==> config.mk <==
export PLATFORM = sky130hd
export DESIGN_NAME = iftg_div
export DESIGN_NICKNAME = d
export VERILOG_FILES = /design/src/hw/rtl/iftg_pkg.sv /design/src/hw/rtl/iftg_div.sv
export SDC_FILE = /design/constraint.sdc
export NUM_CORES = 1
export LEC_CHECK = 0
export ABC_AREA = 1
export BUFFER_PORTS_ARGS = -buffer_cell sky130_fd_sc_hd__buf_4
export CORE_MARGIN = 3
export CORE_UTILIZATION = 30
export DETAILED_ROUTE_END_ITERATION = 10
export PLACE_DENSITY = 0.49
export SYNTH_ARGS = -nofsm -noshare
export SYNTH_HDL_FRONTEND = slang
export SYNTH_SLANG_ARGS = --single-unit
==> constraint.sdc <==
create_clock -name clk -period 1.7 [get_ports clk]
set_input_delay 0.17 -clock clk [delete_from_list [all_inputs] [get_ports clk]]
set_output_delay 0.17 -clock clk [all_outputs]
set_load 0.02 [all_outputs]
==> src/hw/rtl/iftg_pkg.sv <==
// ----------------------------------------------------------------------------
// iftg_pkg
// shared types, constants and the cordic arctangent table
// ----------------------------------------------------------------------------
package iftg_pkg;

  localparam int MAX_TAPS_DEF      = 1024;
  localparam int CORDIC_STAGES_DEF = 18;

  localparam int IDX_W   = 10;
  localparam int ORD_W   = 11;
  localparam int CUT_W   = 16;
  localparam int COEF_W  = 18;
  localparam int KIND_W  = 3;

  // cordic datapath widths (q2.30 with margin, phase in turns)
  localparam int XW = 34;
  localparam int ZW = 33;

  // divider: numerator bits, divisor bits
  localparam int DIV_NW = 20;
  localparam int DIV_VW = 12;
  localparam int AN_W   = 19;
  localparam int SV_W   = 20;
  localparam int VAL_W  = 21;

  localparam logic [CUT_W-1:0] CUT_MAX    = 16'd32768;
  localparam int               ONE_Q16    = 65536;
  localparam logic signed [31:0] TWO_OVER_PI_Q30  = 32'sd683565276;
  localparam logic signed [31:0] FOUR_OVER_PI_Q30 = 32'sd1367130551;
  localparam logic signed [XW-1:0] CORDIC_GAIN_Q30 = 34'sd652032874;
  localparam logic [AN_W-1:0] HILB_NUM  = AN_W'(683565276 >> 13);
  localparam int COEF_MAX = 131071;
  localparam int COEF_MIN = -131072;

  typedef enum logic [KIND_W-1:0] {
    KIND_LP   = 3'd0,
    KIND_HP   = 3'd1,
    KIND_BP   = 3'd2,
    KIND_BS   = 3'd3,
    KIND_HILB = 3'd4
  } kind_t;

  typedef enum logic [1:0] {
    REG_KIND   = 2'd0,
    REG_COUNT  = 2'd1,
    REG_CUT_LO = 2'd2,
    REG_CUT_HI = 2'd3
  } reg_idx_t;

  // per-item control that rides along the pipeline
  typedef struct packed {
    logic                   wr;
    logic                   use_div;
    logic                   neg;
    logic                   hilb;
    logic                   band;
    logic signed [SV_W-1:0] sv;
    logic [ORD_W-1:0]       dv;
  } ctl_t;

  function automatic logic [31:0] atan_turn(input int i);
    logic [31:0] r;
    case (i)
      0:  r = 32'h20000000;  1:  r = 32'h12E4051E;  2:  r = 32'h09FB385B;
      3:  r = 32'h051111D4;  4:  r = 32'h028B0D43;  5:  r = 32'h0145D7E1;
      6:  r = 32'h00A2F61E;  7:  r = 32'h00517C55;  8:  r = 32'h0028BE53;
      9:  r = 32'h00145F2F;  10: r = 32'h000A2F98;  11: r = 32'h000517CC;
      12: r = 32'h00028BE6;  13: r = 32'h000145F3;  14: r = 32'h0000A2FA;
      15: r = 32'h0000517D;  16: r = 32'h000028BE;  17: r = 32'h0000145F;
      18: r = 32'h00000A30;  19: r = 32'h00000518;  20: r = 32'h0000028C;
      21: r = 32'h00000146;  22: r = 32'h000000A3;  23: r = 32'h00000051;
      24: r = 32'h00000029;  25: r = 32'h00000014;  26: r = 32'h0000000A;
      27: r = 32'h00000005;  28: r = 32'h00000003;  29: r = 32'h00000001;
      30: r = 32'h00000001;
      default: r = 32'h00000000;
    endcase
    return r;
  endfunction

endpackage

==> src/hw/rtl/iftg_div.sv <==
// ----------------------------------------------------------------------------
// iftg_div
// pipelined restoring divider, one quotient bit per register stage
// ----------------------------------------------------------------------------
module iftg_div import iftg_pkg::*; #(
  parameter int TAG_W = 1
) (
  input  logic                clk,
  input  logic                rst_n,
  input  logic                en,
  input  logic                in_vld,
  input  logic [TAG_W-1:0]    in_tag,
  input  logic [DIV_NW-1:0]   num,
  input  logic [DIV_VW-1:0]   den,
  output logic                out_vld,
  output logic [TAG_W-1:0]    out_tag,
  output logic [DIV_NW-1:0]   quo
);

  logic                vld_r [0:DIV_NW];
  logic [TAG_W-1:0]    tag_r [0:DIV_NW];
  logic [DIV_NW-1:0]   num_r [0:DIV_NW];
  logic [DIV_NW-1:0]   quo_r [0:DIV_NW];
  logic [DIV_VW-1:0]   rem_r [0:DIV_NW];
  logic [DIV_VW-1:0]   den_r [0:DIV_NW];

  assign vld_r[0] = in_vld;
  assign tag_r[0] = in_tag;
  assign num_r[0] = num;
  assign quo_r[0] = '0;
  assign rem_r[0] = '0;
  assign den_r[0] = den;

  for (genvar k = 0; k < DIV_NW; k++) begin : g_step
    logic [DIV_VW:0] trial;
    logic            ge;
    assign trial = {rem_r[k], num_r[k][DIV_NW-1]};
    assign ge    = trial >= {1'b0, den_r[k]};
    always_ff @(posedge clk) begin
      if (!rst_n) begin
        vld_r[k+1] <= 1'b0;
      end else if (en) begin
        vld_r[k+1] <= vld_r[k];
      end
    end
    always_ff @(posedge clk) begin
      if (en) begin
        tag_r[k+1] <= tag_r[k];
        num_r[k+1] <= {num_r[k][DIV_NW-2:0], 1'b0};
        quo_r[k+1] <= {quo_r[k][DIV_NW-2:0], ge};
        rem_r[k+1] <= ge ? DIV_VW'(trial - {1'b0, den_r[k]}) : trial[DIV_VW-1:0];
        den_r[k+1] <= den_r[k];
      end
    end
  end

  assign out_vld = vld_r[DIV_NW];
  assign out_tag = tag_r[DIV_NW];
  assign quo     = quo_r[DIV_NW];

endmodule

==> results of run 1 <==
[logic make-up after synthesis]
group	after synthesis	share of synthesized area
and+or+nand+nor	2042	0.208
buffers and inverters	901	0.0825
DFF	896	0.587
adders and majority gates	248	0.0712
AOI/OAI and AO/OA	234	0.0318
xor gates and xnor gates	98	0.0189
[cell type report]
class / instances / area (µm²)
Fill cell: 13893 / 81200
Sequential cell: 896 / 26700
Clock buffer: 120 / 2660
Timing Repair Buffer: 1514 / 12500
Tap cell: 2016 / 2520
Clock inverter: 69 / 783
Multi-Input combinational cell: 2639 / 20600
Inverter: 832 / 3120
[repair_timing]
action / 4_1_cts / 5_1_grt
hold buffers: 37 / 0
resized for setup: 624 / 567
setup endpoints to repair: 234 / 235
buffers inserted: 196 / 114
endpoints found under the hold margin: 83 / 0
cloned: 20 / 23
pin swaps: 201 / 255
[Yosys cell counts (all sizes together)]
cell type	n	area, µm²
edfxtp	876	26300
nor2	278	1160
xor2	79	692
nor3b	1	7.51
nor3	36	210
o21ai	143	783
xnor2	19	166
a31oi	1	6.26
nand3b	34	255
nor4	2	12.5
buf	62	601
dfxtp	20	400
inv	832	3120
a21oi	89	648
o211ai	1	7.51
fa	18	360
nand4	164	1030
ha	230	2880
nand2	1222	4760
clkbuf	7	26.3
nand3	305	2030
[how the worst min path moves through the flow]
stage	end	cells past startpoint
finish	num_r[391]	2
global route	g_step[1].trial[0]	2
CTS	num_r[388]	2
detailed placement	num_r[393]	1
global placement	num_r[393]	1
floorplan	den_r[228]	0
[metrics by stage]
stage | std cells | util | setup slack (ns)
after detailed placement | 7517 | 0.380 | -0.393
after CTS | 7952 | 0.437 | -0.232
after floorplan | 4419 | - | -0.0845
final | 8086 | 0.459 | -0.249
after global routing | 8086 | 0.459 | -0.331
after global placement | 7517 | 0.380 | -0.395
[metal layers]
layer | up-vias | share of wire | track usage
met5 | - | 0.00011 | 0
met4 | 2 | 0.024 | 0.0444
met3 | 172 | 0.034 | 0.0202
met2 | 486 | 0.47 | 0.229
met1 | 16245 | 0.47 | 0.192
li1 | 17780 | - | -
[placed cells by master (no fill, tap or decap), types with 17 or more instances in the layout]
master and instances:
buf_4 1357, edfxtp_1 876, nand2_1 814, inv_1 631
nand2_2 302, inv_2 201, nor2_1 193, ha_4 187
nand4_1 164, nand3_1 150, clkbuf_16 118, nand3_2 109
nand2_4 105, o21ai_2 78, xor2_1 68, buf_6 64
nand3_4 62, a21oi_1 60, nor2_2 50, dlygate4sd3_1 37
nor2_4 35, buf_12 35, nand3b_1 34, o21ai_1 32
ha_1 29, o21ai_0 26, clkinv_2 23, dfxtp_1 20
a21oi_4 19, xnor2_1 19, fa_2 18, nor3_2 17
[power by group through the flow]
stage	Combinational, mW	Sequential, mW	Clock [mW]
finish	57.6	32.9	22.6
global route	63.3	33.2	24.4
CTS	50.3	32.8	23.5
detailed placement	42.3	32.7	0
global placement	42.1	32.7	0
floorplan	24.9	31.5	0
[state kept, by name, summed over array words and instances (netlist names)]
register,cells
out_vld,1
quo_r,190
g_step.trial,247
vld_r,19
out_tag,1
num_r,171
tag_r,19
den_r,228
quo,20
==> impl_metrics.py, run 1 <==
metrics = {
    "worst_setup_path": {
        "cpMostUsedCell": "inv_2",
        "path_class": "flop to flop",
        "required_ns": 2.16,
        "critical_path.endpoint": "quo_r[120]",
        "worstPathMaxFanout": 5,
        "crit_start": "den_r[95]",
        "max_stage_delay_ns": 0.45,
        "reg2reg_to": "quo_r[120]",
        "cpMaxStageDelayCell": "edfxtp_1",
        "end_kind": "flop",
        "worstPathBufferInverterCount": 5,
        "cp.depth": 9,
        "r2r_setup_slack_ns": -0.25,
        "r2r_start": "den_r[95]",
        "rr_worst_depth": 9,
        "start_kind": "flop",
        "crit_arrival_ns": 2.41,
        "crit_family": "buffers and inverters",
        "crit_chain": "inv_2 > ha_4 > inv_2 > nor3_1 > buf_4 > a21oi_4 > nand3_4 > clkbuf_16 > buf_6",
    },
    "route": {
        "vias_per_cell": 4.29,
        "drtIter0Drc": 1737,
        "drt_wl_total_mm": 115,
        "drt_first_pass_iters": 5,
        "drcViolationCount": 0,
        "wl_per_cell_um": 14.2,
        "ant_nets": 0,
        "vias": 34685,
    },
    "timing": {
        "clock.fmax_ghz": 0.513,
        "rsz0062_at_grt": "true",
        "setup_tns_ns": -39.80,
        "setup_viol": 234,
        "finalClockSkew_ns": 0.0285,
        "maxSlewViolCount": 0,
        "whs_ns": 0.178,
        "max_slew_margin": 0.612,
        "tightest_slew_ns": 0.581,
        "hold_violations": 0,
        "finalCriticalPeriod_ns": 1.95,
        "period_share": 1.15,
        "final.setup.worst_slack_ns": -0.249,
    },
    "clock_tree": {
        "h-tree-depth": 3,
        "root_buffer": "clkbuf_16",
        "clockBufferDepth": 3,
        "clock-sinks": 896,
        "tritoncts": "yes",
        "cts_buffers": 101,
        "insertion_delay_ns": 0.71,
        "clk_pin_slew_ns": 0.06,
    },
    "placement": {
        "port_buffers": 58,
        "hpwl_mm": 78.0,
        "place_area_um2": 57100,
        "gp_congestion": 0.838,
    },
    "logic_synthesis": {
        "netlist_instances": 4419,
        "synth.distinct_cells": 35,
        "synth_area_um2": 45500,
        "yosys_register_bits": 896,
        "postSynthNetCount": 4704,
        "ys_seq_area_frac": 0.587,
        "avgSynthCellArea_um2": 10.3,
        "yosysWarnings": 0,
    },
    "global_route": {
        "grt_max_degree": 95,
        "overflow": 0,
        "grt_pass1_wl_mm": 178,
        "grt_usage": 0.140,
        "antenna_found_initial": 5,
        "first_global_vias": 34449,
    },
    "job": {
        "cap_violations": 0,
    },
    "run_status": {
        "outcome": "finished with violations",
        "violations": "setup timing",
    },
    "power_and_ir_drop": {
        "switching_share": 0.357,
        "clockPowerShare": 0.200,
        "leakage_nw": 30.7,
        "power.net_switching_mw": 40.4,
        "combPwrFrac": 0.509,
        "p_int_mw": 72.7,
        "finalPower_mw": 113,
        "power_density_nw_per_um2": 1640,
        "ir_drop_uv": 794,
        "pwr-share-seq": 0.291,
    },
    "floorplan": {
        "die_h_um": 395,
        "die_area_um2": 156000,
        "dieWidth_um": 395,
        "core_area_um2": 150000,
        "start_util": 0.303,
        "io_pins": 59,
        "rows": 142,
    },
    "cells_and_area": {
        "synthToLayoutAreaGrowth_pct": 51.6,
        "stdcell_area_um2": 68900,
        "nets": 6269,
        "antenna_cells": 0,
        "drive_gt1_frac": 0.474,
    },
    "hold_path": {
        "hold_path.class": "input pin to flop",
        "worstHoldStart": "num[10]",
    },
}
Power figures use the tool's default switching activity.
==> run 2, diff against run 1 <==
--- a/config.mk
+++ b/config.mk
@@ -10,7 +10,7 @@
 export CORE_MARGIN = 3
 export CORE_UTILIZATION = 30
 export DETAILED_ROUTE_END_ITERATION = 10
-export PLACE_DENSITY = 0.49
+export PLACE_DENSITY = 0.48
 export SYNTH_ARGS = -nofsm -noshare
 export SYNTH_HDL_FRONTEND = slang
 export SYNTH_SLANG_ARGS = --single-unit
==> constraint.sdc (replaced) <==
create_clock -name clk -period 1.9 [get_ports clk]
set_input_delay 0.19 -clock clk [delete_from_list [all_inputs] [get_ports clk]]
set_output_delay 0.19 -clock clk [all_outputs]
set_load 0.02 [all_outputs]
==> run 2 against run 1 <==
- the flow still finishes with violations (setup timing)
- first-iteration DRC count is 2.0% lower
- fmax is 0.43% lower
- count of clock-buffer cells in the layout is 1 lower
- worst hold slack better by 0.020 ns
- sequential cell count stayed put
- register-to-register slack better by 0.19 ns
- die area stayed put
- via count is 2.0% lower
- sequential share of layout area is 0.80 points higher
- global-route usage is 0.48 points lower
- clock skew is 0.0032 ns lower
- combinational power is 14% lower
- critical endpoint is now g_step[14].trial[6]
==> impl_metrics.py, run 2 (synthesis gave the netlist of run 1 again) <==
metrics = {
    "timing": {
        "finalClockSkew_ns": 0.0252,
        "period_share": 1.03,
        "maxSlewViolCount": 0,
        "rsz0062_at_grt": "true",
        "hold_violations": 0,
        "tightest_slew_ns": 0.588,
        "setup_tns_ns": -1.40,
        "setup_viol": 56,
        "final.setup.worst_slack_ns": -0.0574,
        "max_slew_margin": 0.607,
        "finalCriticalPeriod_ns": 1.96,
        "clock.fmax_ghz": 0.511,
        "whs_ns": 0.198,
    },
    "placement": {
        "dp_slack_ns": -0.317,
        "hpwl_mm": 78.0,
        "gp_congestion": 0.835,
        "place_area_um2": 54800,
        "port_buffers": 58,
        "dp_cells": 7304,
    },
    "route": {
        "drtIter0Drc": 1702,
        "vias_per_cell": 4.32,
        "vias": 33993,
        "drt_wl_total_mm": 112,
        "wl_per_cell_um": 14.2,
        "ant_nets": 0,
        "drt_first_pass_iters": 5,
        "drcViolationCount": 0,
    },
    "worst_setup_path": {
        "rr_worst_depth": 11,
        "reg2reg_to": "g_step[14].trial[6]",
        "path_class": "flop to flop",
        "end_kind": "flop",
        "crit_arrival_ns": 2.42,
        "r2r_start": "den_r[95]",
        "worstPathMaxFanout": 5,
        "required_ns": 2.36,
        "start_kind": "flop",
        "r2r_setup_slack_ns": -0.06,
    },
    "hold_path": {
        "hold_path.class": "input pin to flop",
        "min_path_cells": 2,
        "worstHoldStart": "num[2]",
        "min_to": "num_r[383]",
    },
    "floorplan": {
        "start_util": 0.303,
        "dieWidth_um": 395,
        "rows": 142,
        "io_pins": 59,
        "die_h_um": 395,
        "core_area_um2": 150000,
        "die_area_um2": 156000,
    },
    "clock_tree": {
        "clockBufferDepth": 3,
        "cts_buffers": 104,
        "root_buffer": "clkbuf_16",
        "h-tree-depth": 3,
        "tritoncts": "yes",
        "insertion_delay_ns": 0.71,
        "clk_pin_slew_ns": 0.06,
        "clock-sinks": 896,
    },
    "global_route": {
        "grt_max_degree": 45,
        "grt_pass1_wl_mm": 172,
        "overflow": 0,
        "first_global_vias": 32825,
        "antenna_found_initial": 0,
        "grt_usage": 0.135,
    },
    "run_status": {
        "outcome": "finished with violations",
        "violations": "setup timing",
    },
    "power_and_ir_drop": {
        "leakage_nw": 29.7,
        "ir_drop_uv": 778,
        "finalPower_mw": 99.8,
        "power_density_nw_per_um2": 1480,
    },
    "cells_and_area": {
        "largest_reg_flops": 247,
        "layout_commonest_cell": "buf_4",
        "final_util": 0.450,
        "stdcell_area_um2": 67500,
        "nets": 6063,
        "antenna_cells": 0,
        "fin_cells": 7877,
        "layout_common_cells": "buf_4 (1,150), edfxtp_1 (876), nand2_1 (799)",
        "fillers": 13970,
        "multi_input_area_um2": 20600,
        "area.sequential_um2": 26700,
        "drive_gt1_frac": 0.461,
        "synthToLayoutAreaGrowth_pct": 48.5,
    },
    "job": {
        "cap_violations": 0,
    },
}
[run 2: cell types whose count changed in the layout (fill, tap and decap cells not counted), moves of 8 or more]
cell,change
buf_4,-207
nand2_2,+17
nand2_1,-15
o21ai_2,-11
inv_1,-9
nor2_2,+8
o21ai_4,+8
[run 2: where the power goes]
| part | internal [mW] | switching, mW | leakage (nW) | total, mW |
|---|---|---|---|---|
| combinational | 25.1 | 24.7 | 19.2 | 49.8 |
| clock | 12.4 | 8.22 | 1.72 | 20.7 |
| sequential | 26.6 | 2.75 | 8.74 | 29.4 |
| total | 64.1 | 35.7 | 29.7 | 99.8 |
[run 2: area by class of cell]
cell class                 instances  area share
tap                             2016      0.0374
sequential                       896       0.395
multi-input combinational       2631       0.305
inverter                         832      0.0463
clock inverter                    70      0.0129
timing repair buffer            1313       0.163
clock buffer                     119      0.0397
[run 2: timing repair]
item / in CTS / in global routing
cloned: 10 / 21
hold buffers: 37 / 0
buffers inserted: 135 / 190
pin swaps: 82 / 338
endpoints found under the setup margin: 222 / 221
hold endpoints to repair: 73 / 0
gates resized for setup: 365 / 983
[run 2: per-layer routing]
metal / GRT usage / routed length [µm] / vias to the layer above
li1: - / - / 17378
met1: 0.183 / 51400 / 16000
met2: 0.223 / 53900 / 443
met3: 0.0210 / 3720 / 172
met4: 0.0423 / 3110 / 0
met5: 0 / 0 / -
[run 2: worst max-delay path, stage by stage, from the launching register on]
cell and delay (ns):
edfxtp_1 0.44, inv_2 0.10, ha_4 0.21, buf_4 0.14, nand2_2 0.06, nand2_2 0.06
a21oi_4 0.15, nand3_4 0.14, buf_6 0.16, clkbuf_16 0.15, nand2_2 0.05, o21ai_1 0.05
[run 2: worst max-delay path by stage]
stage | start | end | slack [ns] | depth (start not counted)
final | den_r[95] | g_step[14].trial[6] | -0.06 | 11
after global routing | g_step[13].trial[8] | g_step[14].trial[6] | -0.14 | 11
after CTS | g_step[12].trial[7] | g_step[13].trial[2] | -0.03 | 10
after detailed placement | den_r[109] | g_step[12].trial[2] | -0.32 | 9
after global placement | den_r[109] | g_step[12].trial[3] | -0.34 | 9
after floorplan | g_step[10].trial[8] | g_step[11].trial[7] | 0.05 | 10
